===== src/rtl/core/md5_pkg.sv =====
package md5_pkg;

	typedef logic [31:0] word_t;

	localparam word_t INIT_A = 32'h67452301;
	localparam word_t INIT_B = 32'hefcdab89;
	localparam word_t INIT_C = 32'h98badcfe;
	localparam word_t INIT_D = 32'h10325476;

	localparam word_t PAD_WORD = 32'h00000080;

	localparam word_t SINE_TAB [64] = '{
		32'hd76aa478, 32'he8c7b756, 32'h242070db, 32'hc1bdceee,
		32'hf57c0faf, 32'h4787c62a, 32'ha8304613, 32'hfd469501,
		32'h698098d8, 32'h8b44f7af, 32'hffff5bb1, 32'h895cd7be,
		32'h6b901122, 32'hfd987193, 32'ha679438e, 32'h49b40821,
		32'hf61e2562, 32'hc040b340, 32'h265e5a51, 32'he9b6c7aa,
		32'hd62f105d, 32'h02441453, 32'hd8a1e681, 32'he7d3fbc8,
		32'h21e1cde6, 32'hc33707d6, 32'hf4d50d87, 32'h455a14ed,
		32'ha9e3e905, 32'hfcefa3f8, 32'h676f02d9, 32'h8d2a4c8a,
		32'hfffa3942, 32'h8771f681, 32'h6d9d6122, 32'hfde5380c,
		32'ha4beea44, 32'h4bdecfa9, 32'hf6bb4b60, 32'hbebfbc70,
		32'h289b7ec6, 32'heaa127fa, 32'hd4ef3085, 32'h04881d05,
		32'hd9d4d039, 32'he6db99e5, 32'h1fa27cf8, 32'hc4ac5665,
		32'hf4292244, 32'h432aff97, 32'hab9423a7, 32'hfc93a039,
		32'h655b59c3, 32'h8f0ccc92, 32'hffeff47d, 32'h85845dd1,
		32'h6fa87e4f, 32'hfe2ce6e0, 32'ha3014314, 32'h4e0811a1,
		32'hf7537e82, 32'hbd3af235, 32'h2ad7d2bb, 32'heb86d391
	};

	// indexed by {stage, round[1:0]}
	localparam logic [4:0] ROT_TAB [16] = '{
		5'd7, 5'd12, 5'd17, 5'd22,
		5'd5, 5'd9,  5'd14, 5'd20,
		5'd4, 5'd11, 5'd16, 5'd23,
		5'd6, 5'd10, 5'd15, 5'd21
	};

	// message word used by a round
	function automatic logic [3:0] msg_index(input logic [5:0] rnd);
		logic [3:0] r;
		logic [3:0] g;
		r = rnd[3:0];
		case (rnd[5:4])
			2'd0:    g = r;
			2'd1:    g = 4'(r * 4'd5 + 4'd1);
			2'd2:    g = 4'(r * 4'd3 + 4'd5);
			default: g = 4'(r * 4'd7);
		endcase
		return g;
	endfunction

endpackage


===== src/rtl/core/md5_message_digest.sv =====
// MD5 digest engine. Message words (first byte in bits 7:0) are taken one per
// transfer into a 16-word buffer; the word flagged last_word may carry 0..4
// valid bytes and closes the message. A full buffer is compressed by one
// shared round unit at one round per cycle, after which the result is folded
// into the chaining words. After the last word the block writes the padding
// and length words one per cycle, pausing while each full buffer is
// compressed, then presents the digest as four output transfers A, B, C, D
// and returns to the initial state.
// in_stall is high from the first cycle after a transfer that fills the
// buffer or ends the message until the engine is idle again.
module md5_message_digest (
	input  logic                clk,
	input  logic                arst_n,
	input  logic                in_valid,
	output logic                in_stall,
	input  logic [31:0]         data_word,
	input  logic [2:0]          valid_bytes,
	input  logic                last_word,
	output logic                out_valid,
	input  logic                out_stall,
	output logic [31:0]         digest_word,
	output logic [1:0]          digest_index,
	output logic                last_digest
);
	import md5_pkg::*;

	localparam logic [2:0] S_IDLE = 3'd0;
	localparam logic [2:0] S_PAD  = 3'd1;
	localparam logic [2:0] S_COMP = 3'd2;
	localparam logic [2:0] S_FIN  = 3'd3;
	localparam logic [2:0] S_OUT  = 3'd4;

	localparam logic [1:0] PH_80   = 2'd0;
	localparam logic [1:0] PH_FILL = 2'd1;
	localparam logic [1:0] PH_HI   = 2'd2;

	logic [2:0]  state_q;
	logic [2:0]  ret_q;
	logic [1:0]  ph_q;
	logic [3:0]  pos_q;
	logic [5:0]  rnd_q;
	logic [63:0] len_q;
	logic [1:0]  oidx_q;
	word_t       chain_q [4];
	word_t       wv_q [4];

	logic        push_en;
	word_t       push_data;
	logic [2:0]  push_next;
	logic [1:0]  ph_next;
	word_t       last_data;
	logic        full_last;
	logic [3:0]  raddr;
	word_t       rdata;
	word_t       b_next;
	logic        in_xfer;
	logic        out_xfer;

	assign in_stall  = state_q != S_IDLE;
	assign in_xfer   = in_valid && !in_stall;
	assign out_valid = state_q == S_OUT;
	assign out_xfer  = out_valid && !out_stall;

	assign digest_word  = chain_q[oidx_q];
	assign digest_index = oidx_q;
	assign last_digest  = oidx_q == 2'd3;

	// counts above four are taken as four
	assign full_last = valid_bytes >= 3'd4;

	always_comb begin
		case (valid_bytes)
			3'd0:    last_data = PAD_WORD;
			3'd1:    last_data = {16'h0000, 8'h80, data_word[7:0]};
			3'd2:    last_data = {8'h00, 8'h80, data_word[15:0]};
			3'd3:    last_data = {8'h80, data_word[23:0]};
			default: last_data = data_word;
		endcase
	end

	always_comb begin
		push_en   = 1'b0;
		push_data = '0;
		push_next = state_q;
		ph_next   = ph_q;
		case (state_q)
			S_IDLE: begin
				if (in_xfer) begin
					push_en = 1'b1;
					if (!last_word) begin
						push_data = data_word;
						push_next = S_IDLE;
					end else begin
						push_data = last_data;
						push_next = S_PAD;
						ph_next   = full_last ? PH_80 : PH_FILL;
					end
				end
			end
			S_PAD: begin
				push_en = 1'b1;
				case (ph_q)
					PH_80: begin
						push_data = PAD_WORD;
						ph_next   = PH_FILL;
					end
					PH_FILL: begin
						if (pos_q == 4'd14) begin
							push_data = len_q[31:0];
							ph_next   = PH_HI;
						end
					end
					default: begin
						push_data = len_q[63:32];
						push_next = S_OUT;
					end
				endcase
			end
			default: ;
		endcase
	end

	// prefetch the word for the next round; round 0 is fetched while loading
	assign raddr = (state_q == S_COMP) ? msg_index(6'(rnd_q + 6'd1)) : 4'd0;

	md5_msg_mem u_mem (
		.clk   (clk),
		.we    (push_en),
		.waddr (pos_q),
		.wdata (push_data),
		.raddr (raddr),
		.rdata (rdata)
	);

	md5_round u_round (
		.a      (wv_q[0]),
		.b      (wv_q[1]),
		.c      (wv_q[2]),
		.d      (wv_q[3]),
		.m      (rdata),
		.rnd    (rnd_q),
		.b_next (b_next)
	);

	always_ff @(posedge clk or negedge arst_n) begin
		if (!arst_n) begin
			state_q    <= S_IDLE;
			ret_q      <= S_IDLE;
			ph_q       <= PH_80;
			pos_q      <= '0;
			rnd_q      <= '0;
			len_q      <= '0;
			oidx_q     <= '0;
			chain_q[0] <= INIT_A;
			chain_q[1] <= INIT_B;
			chain_q[2] <= INIT_C;
			chain_q[3] <= INIT_D;
			for (int k = 0; k < 4; k++) begin
				wv_q[k] <= '0;
			end
		end else begin
			if (in_xfer) begin
				len_q <= last_word
					? len_q + {58'd0, (full_last ? 3'd4 : valid_bytes), 3'd0}
					: len_q + 64'd32;
			end
			if (push_en) begin
				pos_q <= pos_q + 4'd1;
				ph_q  <= ph_next;
				if (pos_q == 4'd15) begin
					state_q <= S_COMP;
					ret_q   <= push_next;
					rnd_q   <= '0;
					for (int k = 0; k < 4; k++) begin
						wv_q[k] <= chain_q[k];
					end
				end else begin
					state_q <= push_next;
				end
			end
			case (state_q)
				S_COMP: begin
					rnd_q   <= rnd_q + 6'd1;
					wv_q[0] <= wv_q[3];
					wv_q[1] <= b_next;
					wv_q[2] <= wv_q[1];
					wv_q[3] <= wv_q[2];
					if (rnd_q == 6'd63) begin
						state_q <= S_FIN;
					end
				end
				S_FIN: begin
					for (int k = 0; k < 4; k++) begin
						chain_q[k] <= chain_q[k] + wv_q[k];
					end
					state_q <= ret_q;
				end
				S_OUT: begin
					if (out_xfer) begin
						oidx_q <= oidx_q + 2'd1;
						if (oidx_q == 2'd3) begin
							state_q    <= S_IDLE;
							pos_q      <= '0;
							len_q      <= '0;
							chain_q[0] <= INIT_A;
							chain_q[1] <= INIT_B;
							chain_q[2] <= INIT_C;
							chain_q[3] <= INIT_D;
							for (int k = 0; k < 4; k++) begin
								wv_q[k] <= '0;
							end
						end
					end
				end
				default: ;
			endcase
		end
	end

	a_no_input_during_digest: assert property (@(posedge clk) disable iff (!arst_n)
		out_valid |-> in_stall)
		else $error("input taken while digest pending");

	a_round_only_in_comp: assert property (@(posedge clk) disable iff (!arst_n)
		rnd_q != 6'd0 |-> state_q == S_COMP)
		else $error("round counter running outside compression");

	a_full_block_compresses: assert property (@(posedge clk) disable iff (!arst_n)
		(in_xfer && pos_q == 4'd15) |=> (state_q == S_COMP && rnd_q == 6'd0))
		else $error("full block did not start compression");

	a_chain_restart: assert property (@(posedge clk) disable iff (!arst_n)
		(out_xfer && last_digest) |=> (chain_q[0] == INIT_A && chain_q[3] == INIT_D
			&& pos_q == 4'd0 && len_q == 64'd0))
		else $error("chaining state not restored after digest");

endmodule


===== src/rtl/core/md5_msg_mem.sv =====
module md5_msg_mem (
	input  logic                clk,
	input  logic                we,
	input  logic [3:0]          waddr,
	input  md5_pkg::word_t      wdata,
	input  logic [3:0]          raddr,
	output md5_pkg::word_t      rdata
);
	import md5_pkg::*;

	word_t mem_q [16];
	word_t rd_q;

	always_ff @(posedge clk) begin
		if (we) begin
			mem_q[waddr] <= wdata;
		end
		rd_q <= mem_q[raddr];
	end

	assign rdata = rd_q;

endmodule


===== src/rtl/core/md5_round.sv =====
module md5_round (
	input  md5_pkg::word_t a,
	input  md5_pkg::word_t b,
	input  md5_pkg::word_t c,
	input  md5_pkg::word_t d,
	input  md5_pkg::word_t m,
	input  logic [5:0]     rnd,
	output md5_pkg::word_t b_next
);
	import md5_pkg::*;

	word_t       f;
	word_t       sum;
	logic [4:0]  sh;
	logic [63:0] dbl;

	always_comb begin
		case (rnd[5:4])
			2'd0:    f = (b & c) | (~b & d);
			2'd1:    f = (b & d) | (c & ~d);
			2'd2:    f = b ^ c ^ d;
			default: f = c ^ (b | ~d);
		endcase
	end

	assign sum    = a + f + m + SINE_TAB[rnd];
	assign sh     = ROT_TAB[{rnd[5:4], rnd[1:0]}];
	// rotate left: upper half of the doubled word shifted
	assign dbl    = {sum, sum} << sh;
	assign b_next = b + dbl[63:32];

endmodule


===== config.mk =====
export PLATFORM = sky130hd
export DESIGN_NAME = md5_message_digest
export DESIGN_NICKNAME = d
export VERILOG_FILES = /design/src/rtl/core/md5_pkg.sv /design/src/rtl/core/md5_message_digest.sv /design/src/rtl/core/md5_msg_mem.sv /design/src/rtl/core/md5_round.sv
export SDC_FILE = /design/constraint.sdc
export NUM_CORES = 2
export LEC_CHECK = 0
export BUFFER_PORTS_ARGS = -buffer_cell sky130_fd_sc_hd__buf_2
export CAP_MARGIN = 10
export CORE_ASPECT_RATIO = 1.2
export CORE_MARGIN = 5
export CORE_UTILIZATION = 37
export CTS_BUF_LIST = sky130_fd_sc_hd__clkbuf_8
export DETAILED_ROUTE_END_ITERATION = 8
export PLACE_DENSITY = 0.52
export SKIP_CTS_REPAIR_TIMING = 1
export SLEW_MARGIN = 5
export SYNTH_ARGS = -nofsm -noshare
export SYNTH_HDL_FRONTEND = slang
export SYNTH_SLANG_ARGS = --single-unit

===== constraint.sdc =====
create_clock -name clk -period 26 [get_ports clk]
set_input_delay 0 -clock clk [delete_from_list [all_inputs] [get_ports clk]]
set_output_delay 0 -clock clk [all_outputs]
set_load 0.03 [all_outputs]

==> reports/qor.txt <==
Post-route DRC = 3
WP data required = 26700 ps
Synth area leader = edfxtp_1
Crit. End Element = register
Netlist cell types = 107
Syn Std Cell Area = 54500 µm²
Largest cells by area after synthesis = edfxtp_1, dfrtp_1, ha_1
CTS Sinks = 881
Setup TNS = 0 ps
Total GRT Usage = 23.6%
Final period util = 41.4%
Gp weighted congestion = 0.945
Antenna violations before repair = 3
1st-iter DRT viols = 3545
CP max FO = 70
Detailed placer's ending HPWL = 127 mm
Layout cell share with drive strength beyond 1 = 10.7%
H-tree depth = 4
TritonCTS clock tree = built
Die extent in y = 431 µm
HP Class = input pin to register
DIE WIDTH = 360 µm
Post-synth EDFFs = 512
Number of port buffers = 76
Worst Skew = 45.6 ps
Synth cell count leaders = nand2_1, edfxtp_1, o21ai_0, a21oi_1, nor2_1
Vias/cell = 5.77
CTS root buffer = clkbuf_8
Worst Setup Path Type = register to register
Die Area = 155000 µm²
Synthesized area per cell = 9.81 µm²
Fin crit period = 10760 ps
Vias in the first global route = 43000
Grt ovf = 0
Register area share after synthesis = 45.0%
Total CTS buffers = 158
Max stage delay cell, worst path = dfrtp_4
Most used DFF post-synth = edfxtp_1
Outcome = finished, violations left
Rows = 154
Routed wire length = 190 mm
Final setup vio count = 0
Syn Inst Count = 5557
Violated checks = DRC, hold timing
Startpoint types = register
Share of the synthesized area in the top cell type = 28.2%
Flops & latches, synth = 881
Routed len/inst = 24.8 µm
Slew @ Worst Pin = 1090 ps
I/O pin total = 77
Vias = 44100
Largest net degree at the start of global routing = 155
Syn-to-layout area delta = 10.3%
Worst slew margin = 27.3%
RSZ-0062 raised after global routing = no
TritonRoute pass-1 iters = 9
Number of max-cap violations = 0
Max Clock Freq = 92.9 MHz
Final hold slack = -39.0 ps
First-pass GRT wire length = 280 mm
Most frequent cell after synthesis = nand2_1
Worst-Skew Late Latency = 890 ps
Clock slew at reported path FFs = 60 ps
Slew Limit Fails = 0
Antenna Nets Post-Route = 0
Async S/R FF share, synth = 38.3%
Synth Warn # = 0
Initial core utilization = 37.2%
CP Data Arrival Time = 11460 ps
Hold Fails Final Rpt = 16
Core ar. = 147000 µm²
Max stage delay on crit path = 900 ps
Clock Tree Buf Depth = 3
Total Nets Final = 5887
Syn nets = 5887
registers in the layout, summed over array words and instances, names as in the netlist:
name	cells
len_q	61
rnd_q	6
pos_q	4
ph_q	2
state_q	3
digest_index	2
u_mem.mem_q	512
chain_q	128
ret_q	3
wv_q	128
u_mem.rdata	32
cell usage in the layout (no fill, tap or decap), drive strengths merged, types with 42 or more instances in the layout:
| cell type | Yosys | layout |
|---|---|---|
| buf | 73 | 163 |
| fa | 68 | 68 |
| mux2i | 205 | 205 |
| a21oi | 408 | 408 |
| nor2 | 312 | 312 |
| nand3 | 158 | 158 |
| a21o | 61 | 61 |
| clkbuf | 272 | 180 |
| ha | 222 | 222 |
| inv | 212 | 295 |
| edfxtp | 512 | 512 |
| nand2 | 654 | 654 |
| o211ai | 93 | 93 |
| xor2 | 115 | 115 |
| a211oi | 210 | 210 |
| or3 | 42 | 42 |
| a31oi | 103 | 103 |
| o21ai | 443 | 443 |
| a311oi | 76 | 76 |
| dfrtp | 273 | 273 |
| nor3 | 84 | 84 |
| xnor2 | 125 | 125 |
| and2 | 167 | 167 |
| dfstp | 64 | 64 |
area by class of cell:
cell class | instances | area, µm²
Sequential cell | 881 | 24500
Tap cell | 1950 | 2440
Timing Repair Buffer | 185 | 1300
Inverter | 215 | 815
Fill cell | 14400 | 86500
Antenna cell | 1 | 2.50
Clock inverter | 113 | 601
Multi-Input combinational cell | 4116 | 28000
Clock buffer | 180 | 2480
stage by stage:
stage / instances / instance area (µm²) / utilization (%) / worst slack, ps
finish: 7641 / 60200 / 41.0 / 15240
global route: 7641 / 60200 / 41.0 / 14860
CTS: 7616 / 59900 / 40.8 / 15410
detailed placement: 7323 / 56800 / 38.7 / 15440
global placement: 7323 / 56800 / 38.7 / 15500
floorplan: 5557 / 54500 / - / 17220
path summary, 6_finish.rpt:
| path | from | end | slack, ps | depth (start not counted) |
|---|---|---|---|---|
| worst max-delay path | rnd_q[2] | wv_q[94] | 15240 | 36 |
| worst min-delay path | data_word[4] | u_mem.mem_q[11][4] | -40 | 3 |
| worst max register to register | rnd_q[2] | wv_q[94] | 15240 | 36 |
| worst min register to register | ret_q[2] | ret_q[2] | 470 | 2 |
| max in group asynchronous | arst_n | wv_q[46] | 23970 | 5 |
| min in group asynchronous | arst_n | chain_q[88] | 360 | 3 |
kinds of logic (layout without fill, tap and decap cells):
group,Yosys count,count (layout),share of synthesized area (%)
AND/OR/NAND/NOR,1619,1619,13.8
multiplexers,257,257,5.66
XOR/XNOR,241,241,3.90
buffers and inverters,560,693,3.95
other,0,1,0
adder cells (fa/ha/maj),291,291,7.61
flip-flops,881,881,45.0
AO/OA/AOI/OAI,1708,1708,20.1
routing by layer:
layer | share of wire (%) | wire length (µm) | vias up | GRT usage, %
met5 | 0 | 0 | - | 0
met1 | 41 | 77400 | 21900 | 28.9
met2 | 50 | 94500 | 1322 | 41.5
met4 | 4.5 | 8450 | 0 | 9.84
li1 | - | - | 20600 | -
met3 | 4.9 | 9200 | 370 | 3.57
worst max-delay path: cells and delay by family, from the launching register on:
family | cells | cell delay, ps
simple gates | 4 | 680
buf+inv | 4 | 860
mux | 4 | 940
compound gates | 17 | 4690
fa+ha+maj | 6 | 2290
flops | 1 | 900
xor+xnor | 1 | 150
Power is left out: the tool's default activity adds up to more than one toggle a clock period on the data nets, which glitch-free logic cannot reach.
